**config.mk**
```make
export PLATFORM = sky130hd
export DESIGN_NAME = atd_sqrt_cell
export DESIGN_NICKNAME = d
export VERILOG_FILES = /design/src/rtl/atd_pkg.sv /design/src/rtl/atd_sqrt_cell.sv
export SDC_FILE = /design/constraint.sdc
export NUM_CORES = 1
export LEC_CHECK = 0
export BUFFER_PORTS_ARGS = -buffer_cell sky130_fd_sc_hd__buf_2
export CAP_MARGIN = 20
export CORE_MARGIN = 3
export CORE_UTILIZATION = 45
export DETAILED_ROUTE_END_ITERATION = 10
export PLACE_DENSITY = 0.75
export REMOVE_ABC_BUFFERS = 1
export SYNTH_ARGS = -nofsm -noshare
export SYNTH_HDL_FRONTEND = slang
export SYNTH_SLANG_ARGS = --single-unit
```
**constraint.sdc**
```tcl
create_clock -name clk_i -period 4.9 [get_ports clk_i]
set_clock_uncertainty 0.05 [all_clocks]
set_input_delay 0.49 -clock clk_i [delete_from_list [all_inputs] [get_ports clk_i]]
set_output_delay 0.49 -clock clk_i [all_outputs]
set_load 0.01 [all_outputs]
```
**src/rtl/atd_pkg.sv**
```systemverilog
// types, constants and helpers shared by the tilt decoder modules
// no dependencies
package atd_pkg;

  localparam int AccW      = 10;  // raw accelerometer width
  localparam int D2W       = 21;  // b*b + c*c
  localparam int FracBits  = 32;  // d2 scaled by 2^32 before the root
  localparam int SqrtSteps = 27;  // one root bit per cell
  localparam int RootW     = 27;
  localparam int RemW      = 31;
  localparam int XyW       = 30;  // cordic x/y, signed
  localparam int ZW        = 32;  // angle accumulator, signed
  localparam int AngW      = 14;
  localparam int AtanLen   = 24;
  localparam int IdxW      = 5;

  localparam logic [AngW-1:0] RightAngle = 14'd9000;
  localparam logic signed [ZW-1:0] RoundHalf = 32'sd32768;

  typedef struct packed {
    logic [RemW-1:0]  rem;
    logic [RootW-1:0] root;
    logic [D2W-1:0]   d2;
    logic [AccW-1:0]  n;
  } sqrt_lane_t;

  typedef struct packed {
    logic signed [XyW-1:0] x;
    logic signed [XyW-1:0] y;
    logic signed [ZW-1:0]  z;
    logic                  zero_den;
    logic                  num_nz;
  } cordic_lane_t;

  typedef struct packed {
    logic [7:0]      stick_x;
    logic [7:0]      stick_y;
    logic [AccW-1:0] accel_x;
    logic [AccW-1:0] accel_y;
    logic [AccW-1:0] accel_z;
    logic            button_c;
    logic            button_z;
  } side_t;

  // atan(2^-i) in units of 2^-16 centidegree
  function automatic logic signed [ZW-1:0] atan_entry(input logic [IdxW-1:0] i);
    logic signed [ZW-1:0] v;
    case (i)
      5'd0:    v = 32'sd294912000;
      5'd1:    v = 32'sd174096719;
      5'd2:    v = 32'sd91987925;
      5'd3:    v = 32'sd46694507;
      5'd4:    v = 32'sd23437865;
      5'd5:    v = 32'sd11730358;
      5'd6:    v = 32'sd5866610;
      5'd7:    v = 32'sd2933484;
      5'd8:    v = 32'sd1466764;
      5'd9:    v = 32'sd733385;
      5'd10:   v = 32'sd366693;
      5'd11:   v = 32'sd183346;
      5'd12:   v = 32'sd91673;
      5'd13:   v = 32'sd45837;
      5'd14:   v = 32'sd22918;
      5'd15:   v = 32'sd11459;
      5'd16:   v = 32'sd5730;
      5'd17:   v = 32'sd2865;
      5'd18:   v = 32'sd1432;
      5'd19:   v = 32'sd716;
      5'd20:   v = 32'sd358;
      5'd21:   v = 32'sd179;
      5'd22:   v = 32'sd90;
      5'd23:   v = 32'sd45;
      default: v = '0;
    endcase
    return v;
  endfunction

  // round the accumulator to centidegrees and clamp, with degenerate cases
  function automatic logic [AngW-1:0] angle_round(input cordic_lane_t l);
    logic signed [ZW-1:0] zr;
    logic [AngW-1:0]      r;
    zr = (l.z + RoundHalf) >>> 16;
    if (l.zero_den) begin
      r = l.num_nz ? RightAngle : '0;
    end else if (l.z[ZW-1]) begin
      r = '0;
    end else if (zr > $signed({{(ZW-AngW){1'b0}}, RightAngle})) begin
      r = RightAngle;
    end else begin
      r = zr[AngW-1:0];
    end
    return r;
  endfunction

endpackage

```
**src/rtl/atd_sqrt_cell.sv**
```systemverilog
// one digit cell of the pipelined integer square root
// depends on atd_pkg
module atd_sqrt_cell #(
  parameter int Step = 0
) (
  input  logic               clk_i,
  input  logic               en_i,
  input  atd_pkg::sqrt_lane_t lane_i,
  output atd_pkg::sqrt_lane_t lane_o
);
  import atd_pkg::*;

  logic [2*SqrtSteps-1:0] radicand;
  logic [1:0]             pair;
  logic [RemW-1:0]        rem_s;
  logic [RemW-1:0]        trial;
  sqrt_lane_t             lane_d;
  sqrt_lane_t             lane_q;

  always_comb begin
    radicand = {{(2*SqrtSteps-D2W-FracBits){1'b0}}, lane_i.d2, {FracBits{1'b0}}};
    pair     = radicand[2*Step +: 2];
    rem_s    = {lane_i.rem[RemW-3:0], pair};
    trial    = {2'b00, lane_i.root, 2'b01};
    lane_d   = lane_i;
    if (rem_s >= trial) begin
      lane_d.rem  = rem_s - trial;
      lane_d.root = {lane_i.root[RootW-2:0], 1'b1};
    end else begin
      lane_d.rem  = rem_s;
      lane_d.root = {lane_i.root[RootW-2:0], 1'b0};
    end
  end

  always_ff @(posedge clk_i) begin
    if (en_i) begin
      lane_q <= lane_d;
    end
  end

  assign lane_o = lane_q;

endmodule

```
; Yosys cells after proc, flatten, opt, wreduce, memory -nomap -nowiden
; Index checks and enable logic that the tools add are counted.
[classes]
magnitude_cmp = 1
muxes = 1
addsub = 1
[op_table]
columns = operator, count
row1 = 2-to-1 mux 58 bit, 1
row2 = >= comparator 31 x 29 -> 1 bit, 1
row3 = subtractor 31 x 29 -> 31 bit, 1
[totals]
inputBits = 91
reg_bits = 89
output_inout_bits = 89
wordCells = 8

; Depth between registers and ports, before layout
[depth]
word_depth = 2
depth_mapped = 12
mapped_depth_nobuf = 12

; Worst setup path before layout
; No wires, ideal clock.
[synth_path]
path_type = input-to-reg
from = input port lane_i[36] (netlist name)
to = register lane_q (netlist bit lane_o[88]) (data pin)
arrival_time_ps = 2668
path_stages = 10
slack_ps = 1922
path_buffers = 0
path_cell_list = inv_1 ha_1 a21o_1 a211o_1 o21ai_2 o21ai_2 o41a_4 a21bo_1 a211oi_2 mux2_2
[synth_lines]
columns = element, line
row1 = from (decl), atd_sqrt_cell.sv:8  ; input atd_pkg::sqrt_lane_t lane_i,
row2 = to (signal assigned), atd_sqrt_cell.sv:37  ; lane_q <= lane_d;
row3 = to (decl), atd_sqrt_cell.sv:18  ; sqrt_lane_t lane_q;

==> results.json <==
{
  "viasPerCell": 5.08,
  "fp.dieH_um": 106,
  "ir_drop_v": 0.000139,
  "dp.final_hpwl_um": 7870,
  "antenna_found_initial": 0,
  "drtIter0Drc": 174,
  "min_to": "lane_o[19]$_DFFE_PP_",
  "cts_tree": "done",
  "fmax_mhz": 303,
  "ant_nets": 0,
  "synth_area_um2": 4500,
  "ctsHoldBuffers": 0,
  "switching_share_pct": 28.7,
  "gr-usage-all-layers_pct": 18.5,
  "wl_per_cell_um": 15.2,
  "synth.largest_area_cell": "edfxtp_1",
  "utilization_pct": 60.7,
  "period_share_pct": 67.3,
  "synthTopCellsByCount": "edfxtp_1, nand2_1, o21ai_0, inv_1, ha_1",
  "multi_input_area_um2": 1700,
  "globalplace.congestion": 0.894,
  "drcViolationCount": 0,
  "maxCapViolCount": 0,
  "drive_gt1_share_pct": 36.8,
  "tightest_slew_ns": 0.687,
  "start_util_pct": 47.6,
  "critPathKind": "primary input to flop",
  "seqPwrFrac_pct": 49.6,
  "path_clk_slew_ns": 0.10,
  "pwr-share-comb_pct": 22.6,
  "rows": 35,
  "ys_seq_area_share_pct": 58.7,
  "max_slew_margin_pct": 54.2,
  "die_x_um": 106,
  "hold_path.class": "primary input to flop",
  "post-cts-setup-buffers": 0,
  "synth-edff-count": 88,
  "synth_most_common_cell": "edfxtp_1",
  "crit_path_start_kind": "primary input",
  "endpoint_kind": "flop",
  "fin_nets": 677,
  "cts_resized": 0,
  "h-tree-depth": 3,
  "synth_top_area_share_pct": 58.7,
  "grt_pass1_wl_um": 16500,
  "syn_avg_cell_area_um2": 11.9,
  "crit_arrival_ns": 3.36,
  "grt_pass1_vias": 3347,
  "largest_register_ff_count": 88,
  "clock-sinks": 88,
  "rsz0062_at_grt": "false",
  "cts_buffers": 9,
  "ys_ff_latch": 88,
  "first_pass_iters": 4,
  "n_antenna_cell": 0,
  "synthDistinctLibCells": 46,
  "hold_depth": 1,
  "io_buffers": 177,
  "power_density_nw_per_um2": 331,
  "fin_crit_ns": 3.30,
  "synth_ff_type": "edfxtp_1",
  "coreArea_um2": 9460,
  "hold_path_startpoint": "lane_i[19]",
  "synth_area_leaders": "edfxtp_1, ha_1, o21ai_0",
  "die-area_um2": 11200,
  "overflow": 0,
  "wirelength_um": 10500,
  "power.switching_uw": 546,
  "syn2layout_area_growth_pct": 27.6,
  "ys_warn_count": 0,
  "fillers": 785,
  "final-hold-violation-count": 0,
  "via_count": 3515,
  "status": "complete, no violations",
  "clkPwrFrac_pct": 27.8,
  "clock-root-buffer": "clkbuf_8",
  "grt_max_degree": 89,
  "critPathMaxFanout": 28,
  "slew_viol_final": 0,
  "tns_ns": 0,
  "synth_cells": 379,
  "ios": 180,
  "power_mw": 1.90,
  "p_int_mw": 1.35,
  "cellLeakagePower_nw": 2.57,
  "seqCellArea_um2": 2640,
  "crit_required_ns": 4.96,
  "setup_viol": 0,
  "ys_async_sr_fraction_pct": 0,
  "max-clock-path-buffers": 2
}
## worst max-delay path, stage by stage
cell and delay (ns):
buf_2 0.09, inv_1 0.04, ha_1 0.37, a21o_1 0.23
a21o_1 0.18, a21oi_1 0.32, o21ai_1 0.28, a31oi_4 0.63
buf_4 0.40, nor2_1 0.06, mux2_2 0.26
## metal layers
metal	routed length, um	vias up	global-route usage, %
met1	4410	1625	23.0
li1	-	1749	-
met5	0	-	0
met2	5280	131	32.2
met3	694	10	3.58
met4	137	0	6.66
## area by class of cell
type,count,area share (%)
sequential,88,46.0
multi-input combinational,249,29.5
timing repair buffer,179,16.1
tap,129,2.81
clock buffer,10,2.22
inverter,31,2.03
clock inverter,6,1.35
## power groups by stage
| stage | registers [mW] | clock network (mW) | logic (mW) |
|---|---|---|---|
| 5_1_grt | 0.952 | 0.574 | 0.476 |
| 2_1_floorplan | 1.01 | 0 | 0.202 |
| 6_report | 0.944 | 0.528 | 0.429 |
| 3_3_place_gp | 0.959 | 0 | 0.417 |
| 4_1_cts | 0.945 | 0.546 | 0.428 |
| 3_5_place_dp | 0.962 | 0 | 0.425 |
## cells by family after synthesis
| family | Yosys count | synth area share, % |
|---|---|---|
| xor gates and xnor gates | 21 | 4.09 |
| adders and majority gates | 28 | 7.95 |
| AOI/OAI and AO/OA | 108 | 16.0 |
| and+or+nand+nor | 89 | 8.87 |
| buffers and inverters | 42 | 3.64 |
| DFF | 88 | 58.7 |
| muxes | 3 | 0.723 |
## cell usage in the layout, fill, tap and decap left out, types with 12 or more instances in the layout
cell type	Yosys	layout
a21o_1	12	12
a21oi_1	26	26
buf_2	2	176
edfxtp_1	88	88
ha_1	27	27
inv_1	31	31
nand2_1	42	42
nor2_1	16	16
o21ai_0	38	38
xor2_1	12	12
## metrics by stage
stage / setup WS [ns] / hold WS [ns] / instances / area [um^2]
finish: 1.60 / 0.254 / 692 / 5740
global route: 1.31 / 0.226 / 692 / 5740
CTS: 1.61 / 0.233 / 691 / 5720
detailed placement: 1.22 / 0.618 / 675 / 5510
global placement: 1.30 / 0.617 / 675 / 5510
floorplan: 1.79 / 0.539 / 368 / 4450
## how the worst max path moves through the flow
stage	startpoint	end	slack (ns)	cells past startpoint
after floorplan	lane_i[53]	lane_o[60]$_DFFE_PP_	1.79	8
after global routing	lane_i[53]	lane_o[88]$_DFFE_PP_	1.31	11
after CTS	lane_i[32]	lane_o[88]$_DFFE_PP_	1.61	12
after global placement	lane_i[32]	lane_o[88]$_DFFE_PP_	1.30	12
after detailed placement	lane_i[32]	lane_o[88]$_DFFE_PP_	1.22	12
final	lane_i[53]	lane_o[88]$_DFFE_PP_	1.60	11
(Power assumes the default switching activity.)
