==> src/rtl/atd_pkg.sv <==
// types, constants and helpers shared by the tilt decoder modules
// no dependencies
package atd_pkg;

  localparam int AccW      = 10;  // raw accelerometer width
  localparam int D2W       = 21;  // b*b + c*c
  localparam int FracBits  = 32;  // d2 scaled by 2^32 before the root
  localparam int SqrtSteps = 27;  // one root bit per cell
  localparam int RootW     = 27;
  localparam int RemW      = 31;
  localparam int XyW       = 30;  // cordic x/y, signed
  localparam int ZW        = 32;  // angle accumulator, signed
  localparam int AngW      = 14;
  localparam int AtanLen   = 24;
  localparam int IdxW      = 5;

  localparam logic [AngW-1:0] RightAngle = 14'd9000;
  localparam logic signed [ZW-1:0] RoundHalf = 32'sd32768;

  typedef struct packed {
    logic [RemW-1:0]  rem;
    logic [RootW-1:0] root;
    logic [D2W-1:0]   d2;
    logic [AccW-1:0]  n;
  } sqrt_lane_t;

  typedef struct packed {
    logic signed [XyW-1:0] x;
    logic signed [XyW-1:0] y;
    logic signed [ZW-1:0]  z;
    logic                  zero_den;
    logic                  num_nz;
  } cordic_lane_t;

  typedef struct packed {
    logic [7:0]      stick_x;
    logic [7:0]      stick_y;
    logic [AccW-1:0] accel_x;
    logic [AccW-1:0] accel_y;
    logic [AccW-1:0] accel_z;
    logic            button_c;
    logic            button_z;
  } side_t;

  // atan(2^-i) in units of 2^-16 centidegree
  function automatic logic signed [ZW-1:0] atan_entry(input logic [IdxW-1:0] i);
    logic signed [ZW-1:0] v;
    case (i)
      5'd0:    v = 32'sd294912000;
      5'd1:    v = 32'sd174096719;
      5'd2:    v = 32'sd91987925;
      5'd3:    v = 32'sd46694507;
      5'd4:    v = 32'sd23437865;
      5'd5:    v = 32'sd11730358;
      5'd6:    v = 32'sd5866610;
      5'd7:    v = 32'sd2933484;
      5'd8:    v = 32'sd1466764;
      5'd9:    v = 32'sd733385;
      5'd10:   v = 32'sd366693;
      5'd11:   v = 32'sd183346;
      5'd12:   v = 32'sd91673;
      5'd13:   v = 32'sd45837;
      5'd14:   v = 32'sd22918;
      5'd15:   v = 32'sd11459;
      5'd16:   v = 32'sd5730;
      5'd17:   v = 32'sd2865;
      5'd18:   v = 32'sd1432;
      5'd19:   v = 32'sd716;
      5'd20:   v = 32'sd358;
      5'd21:   v = 32'sd179;
      5'd22:   v = 32'sd90;
      5'd23:   v = 32'sd45;
      default: v = '0;
    endcase
    return v;
  endfunction

  // round the accumulator to centidegrees and clamp, with degenerate cases
  function automatic logic [AngW-1:0] angle_round(input cordic_lane_t l);
    logic signed [ZW-1:0] zr;
    logic [AngW-1:0]      r;
    zr = (l.z + RoundHalf) >>> 16;
    if (l.zero_den) begin
      r = l.num_nz ? RightAngle : '0;
    end else if (l.z[ZW-1]) begin
      r = '0;
    end else if (zr > $signed({{(ZW-AngW){1'b0}}, RightAngle})) begin
      r = RightAngle;
    end else begin
      r = zr[AngW-1:0];
    end
    return r;
  endfunction

endpackage

==> src/rtl/atd_cordic_cell.sv <==
// one rotation cell of the vectoring cordic
// depends on atd_pkg
module atd_cordic_cell #(
  parameter int Idx = 0
) (
  input  logic                 clk_i,
  input  logic                 en_i,
  input  atd_pkg::cordic_lane_t lane_i,
  output atd_pkg::cordic_lane_t lane_o
);
  import atd_pkg::*;

  logic signed [XyW-1:0] xs;
  logic signed [XyW-1:0] ys;
  cordic_lane_t          lane_d;
  cordic_lane_t          lane_q;

  always_comb begin
    xs     = lane_i.x >>> Idx;
    ys     = lane_i.y >>> Idx;
    lane_d = lane_i;
    if (!lane_i.y[XyW-1]) begin
      lane_d.x = lane_i.x + ys;
      lane_d.y = lane_i.y - xs;
      lane_d.z = lane_i.z + atan_entry(IdxW'(Idx));
    end else begin
      lane_d.x = lane_i.x - ys;
      lane_d.y = lane_i.y + xs;
      lane_d.z = lane_i.z - atan_entry(IdxW'(Idx));
    end
  end

  always_ff @(posedge clk_i) begin
    if (en_i) begin
      lane_q <= lane_d;
    end
  end

  assign lane_o = lane_q;

endmodule

==> config.mk <==
export PLATFORM = sky130hd
export DESIGN_NAME = atd_cordic_cell
export DESIGN_NICKNAME = d
export VERILOG_FILES = /design/src/rtl/atd_pkg.sv /design/src/rtl/atd_cordic_cell.sv
export SDC_FILE = /design/constraint.sdc
export NUM_CORES = 1
export LEC_CHECK = 0
export ABC_AREA = 1
export BUFFER_PORTS_ARGS = -buffer_cell sky130_fd_sc_hd__buf_4
export CAP_MARGIN = 10
export CORE_ASPECT_RATIO = 0.75
export CORE_MARGIN = 10
export CORE_UTILIZATION = 50
export CTS_BUF_LIST = sky130_fd_sc_hd__clkbuf_4 sky130_fd_sc_hd__clkbuf_8
export DETAILED_ROUTE_END_ITERATION = 7
export PLACE_DENSITY = 0.87
export SKIP_CTS_REPAIR_TIMING = 1
export SLEW_MARGIN = 25
export SYNTH_ARGS = -nofsm -noshare
export SYNTH_HDL_FRONTEND = slang
export SYNTH_SLANG_ARGS = --single-unit
==> constraint.sdc <==
create_clock -name clk_i -period 2.3 [get_ports clk_i]
set_clock_uncertainty 0.2 [all_clocks]
set_input_delay 0.345 -clock clk_i [delete_from_list [all_inputs] [get_ports clk_i]]
set_output_delay 0.345 -clock clk_i [all_outputs]
set_load 0.01 [all_outputs]
## Word level (Yosys, flattened, before mapping)

Cells that the tools add are included.

| word-level totals | value |
|---|---|
| register bits after elaboration | 94 |
| input port bits | 96 |
| output and inout bits | 94 |
| word-level logic and storage cells | 11 |

| operators by class | value |
|---|---|
| add/subtract/negate cells | 5 |
| muxes and demuxes | 1 |

Operators with widths:

| cell | number |
|---|---|
| $mux 92 | 1 |
| $sub 30x30->30 | 2 |
| $add 32x30->32 const B | 1 |
| $sub 32x30->32 const B | 1 |
| $add 30x30->30 | 1 |

## Depth between registers and ports, before layout

Gate-level depths: netlist (run 1).

| logic depth | value |
|---|---|
| word-level depth | 2 |
| gate-level depth with buffers | 16 |
| mapped depth without buffers | 15 |

## Least setup slack after synthesis (run 1)

Ideal clock, no wire load.

| timing path | value |
|---|---|
| path type | input-to-reg |
| from | in lane_i[63] (netlist name) |
| to | reg lane_q, in the netlist lane_o[32], data pin |
| library setup time | 0.252 ns |
| data arrival time | 1.735 ns |
| slack | 0.113 ns |
| stages | 9 |
| cell sequence | inv_2 -> buf_2 -> fa_1 -> o21ai_1 -> a21oi_1 -> o21ai_1 -> nand3_1 -> nand3_1 -> nand2_1 |

RTL lines:

| what | RTL line | RTL |
|---|---|---|
| start, declared | atd_cordic_cell.sv:8 | `input atd_pkg::cordic_lane_t lane_i,` |
| end signal, assigned | atd_cordic_cell.sv:35 | `lane_q <= lane_d;` |
| end, declared | atd_cordic_cell.sv:16 | `cordic_lane_t lane_q;` |

==> results of run 1 <==
layout by cell type (no fill, tap or decap), types with 4 or more instances in the layout:
cell type and instances:
and2_1 4, buf_4 381, o22ai_1 6, nand2_1 511, nand4_1 26, clkbuf_8 9
o21ai_0 51, nor2_4 5, o21ai_1 5, edfxtp_1 93, buf_12 7, inv_2 6
dlygate4sd3_1 20, nor2_2 14, nand3_1 136, xor2_1 27, nor2_1 94, o21a_1 5
a21oi_1 77, nand2_2 10, nand3b_2 4, nor3_1 4, o21bai_1 16, xnor2_1 6
inv_1 271, ha_1 106, fa_1 4
logic make-up (layout without fill, tap and decap cells):
kind of cell | after synthesis | in the layout
AOI/OAI and AO/OA | 177 | 177
buffers and inverters | 318 | 702
DFF | 93 | 93
adders and majority gates | 112 | 112
and+or+nand+nor | 824 | 824
muxes | 2 | 2
xor gates and xnor gates | 34 | 34
power groups by stage:
stage	clock network, mW	logic (mW)	registers (mW)
after global routing	1.29	3.47	2.27
after floorplan	0	1.53	2.37
after detailed placement	0	3.09	2.28
final	1.20	3.19	2.25
after CTS	1.21	3.10	2.25
after global placement	0	3.02	2.28
how the worst max path moves through the flow:
| stage | startpoint | to | slack [ps] | cells past startpoint |
|---|---|---|---|---|
| 2_1_floorplan | lane_i[63] | lane_o[32] | 110 | 9 |
| 3_3_place_gp | lane_i[42] | lane_o[63] | -370 | 14 |
| 3_5_place_dp | lane_i[42] | lane_o[63] | -390 | 14 |
| 4_1_cts | lane_i[42] | lane_o[63] | 30 | 14 |
| 5_1_grt | lane_i[55] | lane_o[88] | 20 | 12 |
| 6_report | lane_i[34] | lane_o[78] | 110 | 14 |
worst max-delay path, stage by stage:
cell,delay (ps)
buf_4,120
ha_1,210
fa_1,440
nand2_1,100
nand2_1,90
nand3_1,90
nand2_1,130
nand2_1,130
nor2_1,50
nor2_1,110
buf_4,150
xor2_2,150
nand2_1,60
nand2_1,80
cells in the mapped netlist (10+ instances only):
cell and n:
o21ai_0 51, buf_4 16, edfxtp_1 93, nand2_1 511
inv_1 271, ha_1 108, nand2_2 10, nor2_2 14
buf_6 11, nand4_1 26, o21bai_1 17, a21oi_1 78
nor2_1 94, nand3_1 136, xor2_1 28
per-layer routing:
| metal | wire, microns | vias up | GRT usage, % | part of all wire, % |
|---|---|---|---|---|
| li1 | - | 5688 | - | - |
| met1 | 17400 | 5285 | 37.6 | 46 |
| met2 | 16100 | 601 | 40.8 | 43 |
| met3 | 3900 | 41 | 5.00 | 10 |
| met4 | 520 | 0 | 5.87 | 1.4 |
| met5 | 0 | - | 0 | 0 |
cell type report:
type | count | area [sq um] | share of cell area, %
clock buffers | 9 | 124 | 0.889
clock inverters | 7 | 80.1 | 0.575
inverters | 278 | 1050 | 7.51
multi-input cells | 1149 | 6340 | 45.5
flip-flops and latches | 93 | 2790 | 20.0
well taps | 282 | 353 | 2.53
repair buffers | 408 | 3200 | 23.0
metrics by stage:
| step | cell area [sq um] | utilization [%] | hold slack, ps | TNS, ps | setup slack, ps |
|---|---|---|---|---|---|
| after detailed placement | 13500 | 66.3 | 325 | -10210 | -385 |
| final | 13900 | 68.4 | 81.4 | 0 | 113 |
| after global routing | 13900 | 68.4 | 74.2 | 0 | 20.1 |
| after global placement | 13500 | 66.3 | 323 | -8470 | -369 |
| after CTS | 13700 | 67.3 | -94.5 | 0 | 29.6 |
| after floorplan | 10500 | - | 244 | 0 | 113 |
==> flow_metrics.py, run 1 <==
metrics = {
    "floorplanning": {
        "die_w_microns": 187,
        "die_h_microns": 145,
        "pin_count": 190,
        "fp-row-count": 45,
        "start_util_pct": 51.3,
        "dieArea_sq_um": 27200,
        "core_sq_um": 20400,
    },
    "grt": {
        "antenna_found_initial": 0,
        "first_global_vias": 11078,
        "track_usage_pct": 26.5,
        "grt_max_degree": 39,
        "grt_overflow": 0,
        "grt_pass1_wl_microns": 58100,
    },
    "power_and_ir_drop": {
        "power_density_nw_per_um2": 477,
        "p_sw_share_pct": 40.4,
        "combinationalPowerShare_pct": 48.0,
        "p_seq_share_pct": 33.9,
        "leakagePower_nw": 7.60,
        "ir_drop_uv": 352,
        "pwr-share-clk_pct": 18.1,
        "p_sw_mw": 2.68,
        "power.total_mw": 6.64,
        "p_int_mw": 3.96,
    },
    "clocking": {
        "cts.path.max_buffers": 2,
        "cts_root_buf": "clkbuf_8",
        "clk_pin_slew_ps": 120,
        "htree_num_levels": 3,
        "cts_buffers": 9,
        "cts_tree": "done",
        "clock-sinks": 93,
    },
    "final_layout": {
        "diodes": 0,
        "fill_cells": 1828,
        "instances_no_fill": 2226,
        "largest_register_ff_count": 93,
        "fin_nets": 2147,
        "area_growth_syn_to_layout_pct": 33.2,
        "layout-drive-gt1-share_pct": 24.2,
    },
    "critical_path": {
        "required_ps": 2370,
        "worstSetupStartpointType": "input port",
        "critPathKind": "in2reg",
        "cp.arrival_ps": 2260,
        "path_max_fanout": 3,
        "cp-end-kind": "flip-flop",
    },
    "synthesis": {
        "synth_mux_area_share_pct": 0.191,
        "yosysTopAreaCell": "edfxtp_1",
        "synth_xor_area_share_pct": 2.85,
        "synth_fa_ha_area_share_pct": 13.7,
        "synth_warnings": 0,
        "syn_nets": 1768,
        "ys_types": 45,
        "netlist_instances": 1560,
        "synth_compound_area_share_pct": 9.69,
        "synth_area_sq_um": 10500,
        "synthSimpleGateAreaFrac_pct": 34.0,
        "dominantRegCellSynth": "edfxtp_1",
        "ys_seq_elements": 93,
        "synth_top_family_by_area": "simple AND/OR/NAND/NOR gates",
        "synth_edf_count": 93,
        "ys_seq_area_share_pct": 26.7,
        "postSynthAreaPerCell_sq_um": 6.71,
        "synthArstFlopShare_pct": 0,
        "synth_top_area_share_pct": 26.7,
        "synth_area_leaders": "edfxtp_1, nand2_1, ha_1, inv_1, nand3_1",
    },
    "timing": {
        "tightest_slew_ps": 494,
        "min_period_ps": 2190,
        "slew_violations": 0,
        "setup_viol": 0,
        "grt_setup_unrepaired": "false",
        "finalCritPeriodShare_pct": 95.1,
        "fmax_ghz": 0.457,
        "slew_headroom_pct": 66.7,
        "hold_violations": 0,
    },
    "routing": {
        "post_drt_via_cell_ratio": 5.22,
        "drtIter0Drc": 1075,
        "postRouteAntennaNets": 0,
        "drc": 0,
        "routedWlPerCell_microns": 17.1,
        "dr.pass1.iters": 6,
        "routed_wl_microns": 38000,
        "vias": 11615,
    },
    "min_path": {
        "hp-class": "in2reg",
        "hp-start": "lane_i[20]",
        "holdPathEnd": "lane_o[20]",
        "hold_depth": 2,
    },
    "job": {
        "cap_violations": 0,
    },
    "run_status": {
        "status": "completed",
    },
    "placement": {
        "gp_congestion": 0.987,
        "dpl.hpwl_microns": 31700,
        "port_buffers": 189,
        "post-place-cells": 2190,
    },
}
Power figures use the tool's default switching activity.
==> run 2: changes to the inputs <==
--- a/config.mk
+++ b/config.mk
@@ -8,12 +8,14 @@
 export ABC_AREA = 1
 export BUFFER_PORTS_ARGS = -buffer_cell sky130_fd_sc_hd__buf_4
 export CAP_MARGIN = 10
+export CELL_PAD_IN_SITES_DETAIL_PLACEMENT = 2
+export CELL_PAD_IN_SITES_GLOBAL_PLACEMENT = 2
 export CORE_ASPECT_RATIO = 0.75
 export CORE_MARGIN = 10
-export CORE_UTILIZATION = 50
+export CORE_UTILIZATION = 29
 export CTS_BUF_LIST = sky130_fd_sc_hd__clkbuf_4 sky130_fd_sc_hd__clkbuf_8
 export DETAILED_ROUTE_END_ITERATION = 7
-export PLACE_DENSITY = 0.87
+export PLACE_DENSITY = 0.91
 export SKIP_CTS_REPAIR_TIMING = 1
 export SLEW_MARGIN = 25
 export SYNTH_ARGS = -nofsm -noshare
==> flow_metrics.py, run 2 (synthesis gave the netlist of run 1 again) <==
metrics = {
    "run_status": {
        "status": "finished, violations left",
        "violations": "negative setup slack",
    },
    "clocking": {
        "cts.path.max_buffers": 2,
        "htree_num_levels": 3,
        "cts_buffers": 9,
        "clk_pin_slew_ps": 150,
        "cts_root_buf": "clkbuf_8",
        "cts_tree": "done",
        "clock-sinks": 93,
    },
    "final_layout": {
        "layout_common_cells": "nand2_1, buf_4, inv_1, nand3_1, edfxtp_1",
        "largest_register_ff_count": 93,
        "layout-drive-gt1-share_pct": 31.1,
        "fin_nets": 2225,
        "area_growth_syn_to_layout_pct": 44.7,
        "diodes": 0,
        "final_common_cell": "nand2_1",
        "finish.utilization_pct": 42.3,
        "fill_cells": 4291,
    },
    "timing": {
        "slew_violations": 0,
        "min_period_ps": 2330,
        "slew_headroom_pct": 42.7,
        "tightest_slew_ps": 860,
        "setup_viol": 8,
        "setup_slack_ps": -25.7,
        "finalCritPeriodShare_pct": 101,
        "fin_tns_setup_ps": -115,
        "fmax_ghz": 0.430,
        "holdWs_ps": 51.2,
        "grt_setup_unrepaired": "true",
        "hold_violations": 0,
    },
    "floorplanning": {
        "core_sq_um": 35700,
        "fp-row-count": 60,
        "pin_count": 190,
        "start_util_pct": 29.3,
        "die_w_microns": 239,
        "die_h_microns": 184,
        "dieArea_sq_um": 44100,
    },
    "routing": {
        "drtIter0Drc": 956,
        "post_drt_via_cell_ratio": 5.22,
        "routedWlPerCell_microns": 24.8,
        "drc": 0,
        "postRouteAntennaNets": 0,
        "dr.pass1.iters": 6,
        "vias": 12988,
        "routed_wl_microns": 61800,
    },
    "min_path": {
        "hold_depth": 2,
        "hp-start": "lane_i[20]",
        "hp-class": "in2reg",
        "holdPathEnd": "lane_o[20]",
    },
    "power_and_ir_drop": {
        "p_int_mw": 4.18,
        "pwr-share-clk_pct": 17.5,
        "p_sw_share_pct": 44.3,
        "power.total_mw": 7.51,
        "combinationalPowerShare_pct": 52.2,
        "ir_drop_uv": 366,
        "leakagePower_nw": 7.99,
        "power_density_nw_per_um2": 496,
        "p_seq_share_pct": 30.2,
        "p_sw_mw": 3.33,
    },
    "grt": {
        "grt_overflow": 0,
        "grt_pass1_wl_microns": 85900,
        "first_global_vias": 14560,
        "track_usage_pct": 25.5,
        "grt_max_degree": 62,
        "antenna_found_initial": 0,
    },
    "critical_path": {
        "cp-end-kind": "flip-flop",
        "cp.arrival_ps": 2320,
        "required_ps": 2300,
        "worstSetupStartpointType": "input port",
        "critPathKind": "in2reg",
        "path_max_fanout": 5,
    },
    "job": {
        "cap_violations": 0,
    },
    "placement": {
        "port_buffers": 189,
        "gp_congestion": 0.916,
        "dpl.hpwl_microns": 49000,
    },
}
==> run 2: worst max-delay path, cell delays in order <==
cell	delay, ps
buf_4	80
inv_1	50
ha_2	400
buf_12	150
clkinvlp_4	140
nand2_2	150
inv_1	80
a21oi_2	210
nor2_1	80
nor2_1	160
nand4_1	160
nand3_1	170
nand2_1	110
==> run 2: power by group through the flow <==
stage / Sequential (mW) / Combinational, mW / Clock, mW
2_1_floorplan: 2.37 / 1.53 / 0
6_report: 2.27 / 3.92 / 1.32
5_1_grt: 2.29 / 4.19 / 1.38
3_3_place_gp: 2.28 / 3.25 / 0
3_5_place_dp: 2.30 / 3.58 / 0
4_1_cts: 2.27 / 3.61 / 1.31
==> run 2: worst max path at each step <==
| stage | start | endpoint | slack, ps | cells past startpoint |
|---|---|---|---|---|
| after floorplan | lane_i[63] | lane_o[32] | 110 | 9 |
| after global placement | lane_i[42] | lane_o[63] | -420 | 13 |
| after detailed placement | lane_i[34] | lane_o[44] | -660 | 11 |
| after CTS | lane_i[34] | lane_o[44] | -240 | 11 |
| after global routing | lane_i[51] | lane_o[86] | -170 | 13 |
| final | lane_i[51] | lane_o[86] | -30 | 13 |
==> run 2: layout make-up <==
type                            instances  area [sq um]  share of cell area, %
Tap cell                              465           582                   3.84
Inverter                              278          1050                   6.94
Clock buffer                            9           124                  0.819
Sequential cell                        93          2790                   18.5
Timing Repair Buffer                  486          3760                   24.9
Multi-Input combinational cell       1149          6740                   44.5
Clock inverter                          7          86.3                  0.570
==> run 2: metrics by stage <==
step | std cells | setup WS [ps] | instance area, sq um
floorplan | 1560 | 113 | 10500
global placement | 2445 | -416 | 14200
detailed placement | 2445 | -656 | 14200
CTS | 2461 | -242 | 14500
global route | 2487 | -169 | 15100
finish | 2487 | -25.7 | 15100
==> run 2: routing by layer <==
layer / vias to the layer above / global-route usage (%) / share of wire, %
li1: 5828 / - / -
met1: 6559 / 29.1 / 40
met2: 465 / 47.1 / 51
met3: 136 / 4.43 / 5.3
met4: 0 / 8.56 / 3.7
met5: - / 0 / 0
==> run 3: changes to the inputs <==
==> constraint.sdc (replaced) <==
create_clock -name clk_i -period 2.1 [get_ports clk_i]
set_clock_uncertainty 0.2 [all_clocks]
set_input_delay 0.315 -clock clk_i [delete_from_list [all_inputs] [get_ports clk_i]]
set_output_delay 0.315 -clock clk_i [all_outputs]
set_load 0.01 [all_outputs]
==> flow_metrics.py, run 3 (synthesis gave the netlist of run 1 again) <==
metrics = {
    "critical_path": {
        "path_max_fanout": 3,
        "cpMostUsedCell": "nand2_2",
        "worstSetupStartpointType": "input port",
        "path_cells": "buf_4 > ha_2 > fa_2 > nand2_2 > nand2_4 > nand3_4 > nand2_4 > nand2_2 > nand2_2 > nand2_2 > nand4_1 > nand3_1 > nand2_1",
        "cpPeakStageDelay_ps": 450,
        "cp-end-kind": "flip-flop",
        "critPathKind": "in2reg",
        "required_ps": 2090,
        "cp_slowest_cell": "fa_2",
        "cp.arrival_ps": 2270,
        "crit_start": "lane_i[64]",
    },
    "timing": {
        "grt_setup_unrepaired": "true",
        "tightest_slew_ps": 835,
        "setup_slack_ps": -177,
        "slew_headroom_pct": 44.3,
        "hold_violations": 0,
        "fmax_ghz": 0.439,
        "min_period_ps": 2280,
        "slew_violations": 0,
        "finalCritPeriodShare_pct": 108,
        "setup_viol": 41,
        "holdWs_ps": 27.2,
    },
    "placement": {
        "gp_congestion": 0.898,
        "post-place-cells": 2463,
        "dpl.hpwl_microns": 48200,
        "port_buffers": 189,
    },
    "routing": {
        "post_drt_via_cell_ratio": 5.38,
        "routedWlPerCell_microns": 27.5,
        "drtIter0Drc": 956,
        "routed_wl_microns": 69000,
        "drc": 0,
        "postRouteAntennaNets": 0,
        "vias": 13504,
        "dr.pass1.iters": 5,
    },
    "final_layout": {
        "layout_common_cells": "buf_4, nand2_1, inv_1, nand3_1, edfxtp_1",
        "layout-drive-gt1-share_pct": 36.1,
        "fin_nets": 2246,
        "largest_register_ff_count": 93,
        "instances_no_fill": 2510,
        "area_growth_syn_to_layout_pct": 51.6,
        "finish.utilization_pct": 44.4,
        "final_common_cell": "buf_4",
    },
    "floorplanning": {
        "die_w_microns": 239,
        "start_util_pct": 29.3,
        "dieArea_sq_um": 44100,
        "pin_count": 190,
        "core_sq_um": 35700,
        "die_h_microns": 184,
        "fp-row-count": 60,
    },
    "job": {
        "cap_violations": 0,
    },
    "power_and_ir_drop": {
        "leakagePower_nw": 8.20,
        "ir_drop_uv": 270,
        "power_density_nw_per_um2": 551,
    },
    "min_path": {
        "hp-class": "in2reg",
        "hp-start": "lane_i[20]",
    },
    "clocking": {
        "clk_pin_slew_ps": 160,
        "cts_buffers": 9,
        "htree_num_levels": 3,
        "clock-sinks": 93,
        "cts_root_buf": "clkbuf_8",
        "cts_tree": "done",
        "cts.path.max_buffers": 2,
    },
    "run_status": {
        "status": "finished, violations left",
        "violations": "negative setup slack",
    },
    "grt": {
        "first_global_vias": 14304,
        "grt_overflow": 0,
        "antenna_found_initial": 2,
        "grt_max_degree": 94,
        "track_usage_pct": 25.0,
        "grt_pass1_wl_microns": 84900,
    },
}
[run 3: cell types whose count changed in the layout (fill, tap and decap cells not counted), sizes merged]
cell / delta
buf: +20
bufinv: +1
clkbuf: +1
clkinv: -3
clkinvlp: +1
diode: +2
inv: +1
[run 3: through the flow]
step | area, sq um | power, mW | setup WS (ps) | setup TNS, ps
after global routing | 15900 | 9.08 | -219 | -5470
after detailed placement | 14400 | 6.47 | -820 | -34010
after floorplan | 10500 | 4.28 | -2.02 | -2.02
final | 15900 | 8.74 | -177 | -2890
after CTS | 14600 | 7.95 | -341 | -8310
after global placement | 14400 | 6.10 | -542 | -21310
[run 3: metal layers]
metal	wire length (microns)	share of wire [%]	global-route usage, %
met5	30	0.043	0
met4	2190	3.2	6.33
met3	4330	6.3	3.39
met2	34600	50	44.9
met1	27900	40	30.6
[run 3: worst max-delay path, delay by kind of cell]
| family | cells | cell delay [ps] |
|---|---|---|
| simple gates | 10 | 1120 |
| fa+ha+maj | 2 | 660 |
| buf+inv | 1 | 140 |
[run 3: cell type report]
class	count	area, sq um
Tap cell	465	582
Inverter	278	1050
Timing Repair Buffer	507	3940
Multi-Input combinational cell	1149	7270
Clock inverter	7	91.3
Sequential cell	93	2790
Antenna cell	2	5.00
Fill cell	4193	19900
Clock buffer	9	124
[run 3: final timing paths]
path              cells past startpoint    endpoint
setup / recovery                     13  lane_o[90]
hold / removal                        2  lane_o[20]
[run 3: where the power goes]
group | internal [mW] | switching (mW)
registers | 2.36 | 0.130
clock network | 0.585 | 0.951
logic | 1.88 | 2.84
total | 4.83 | 3.92
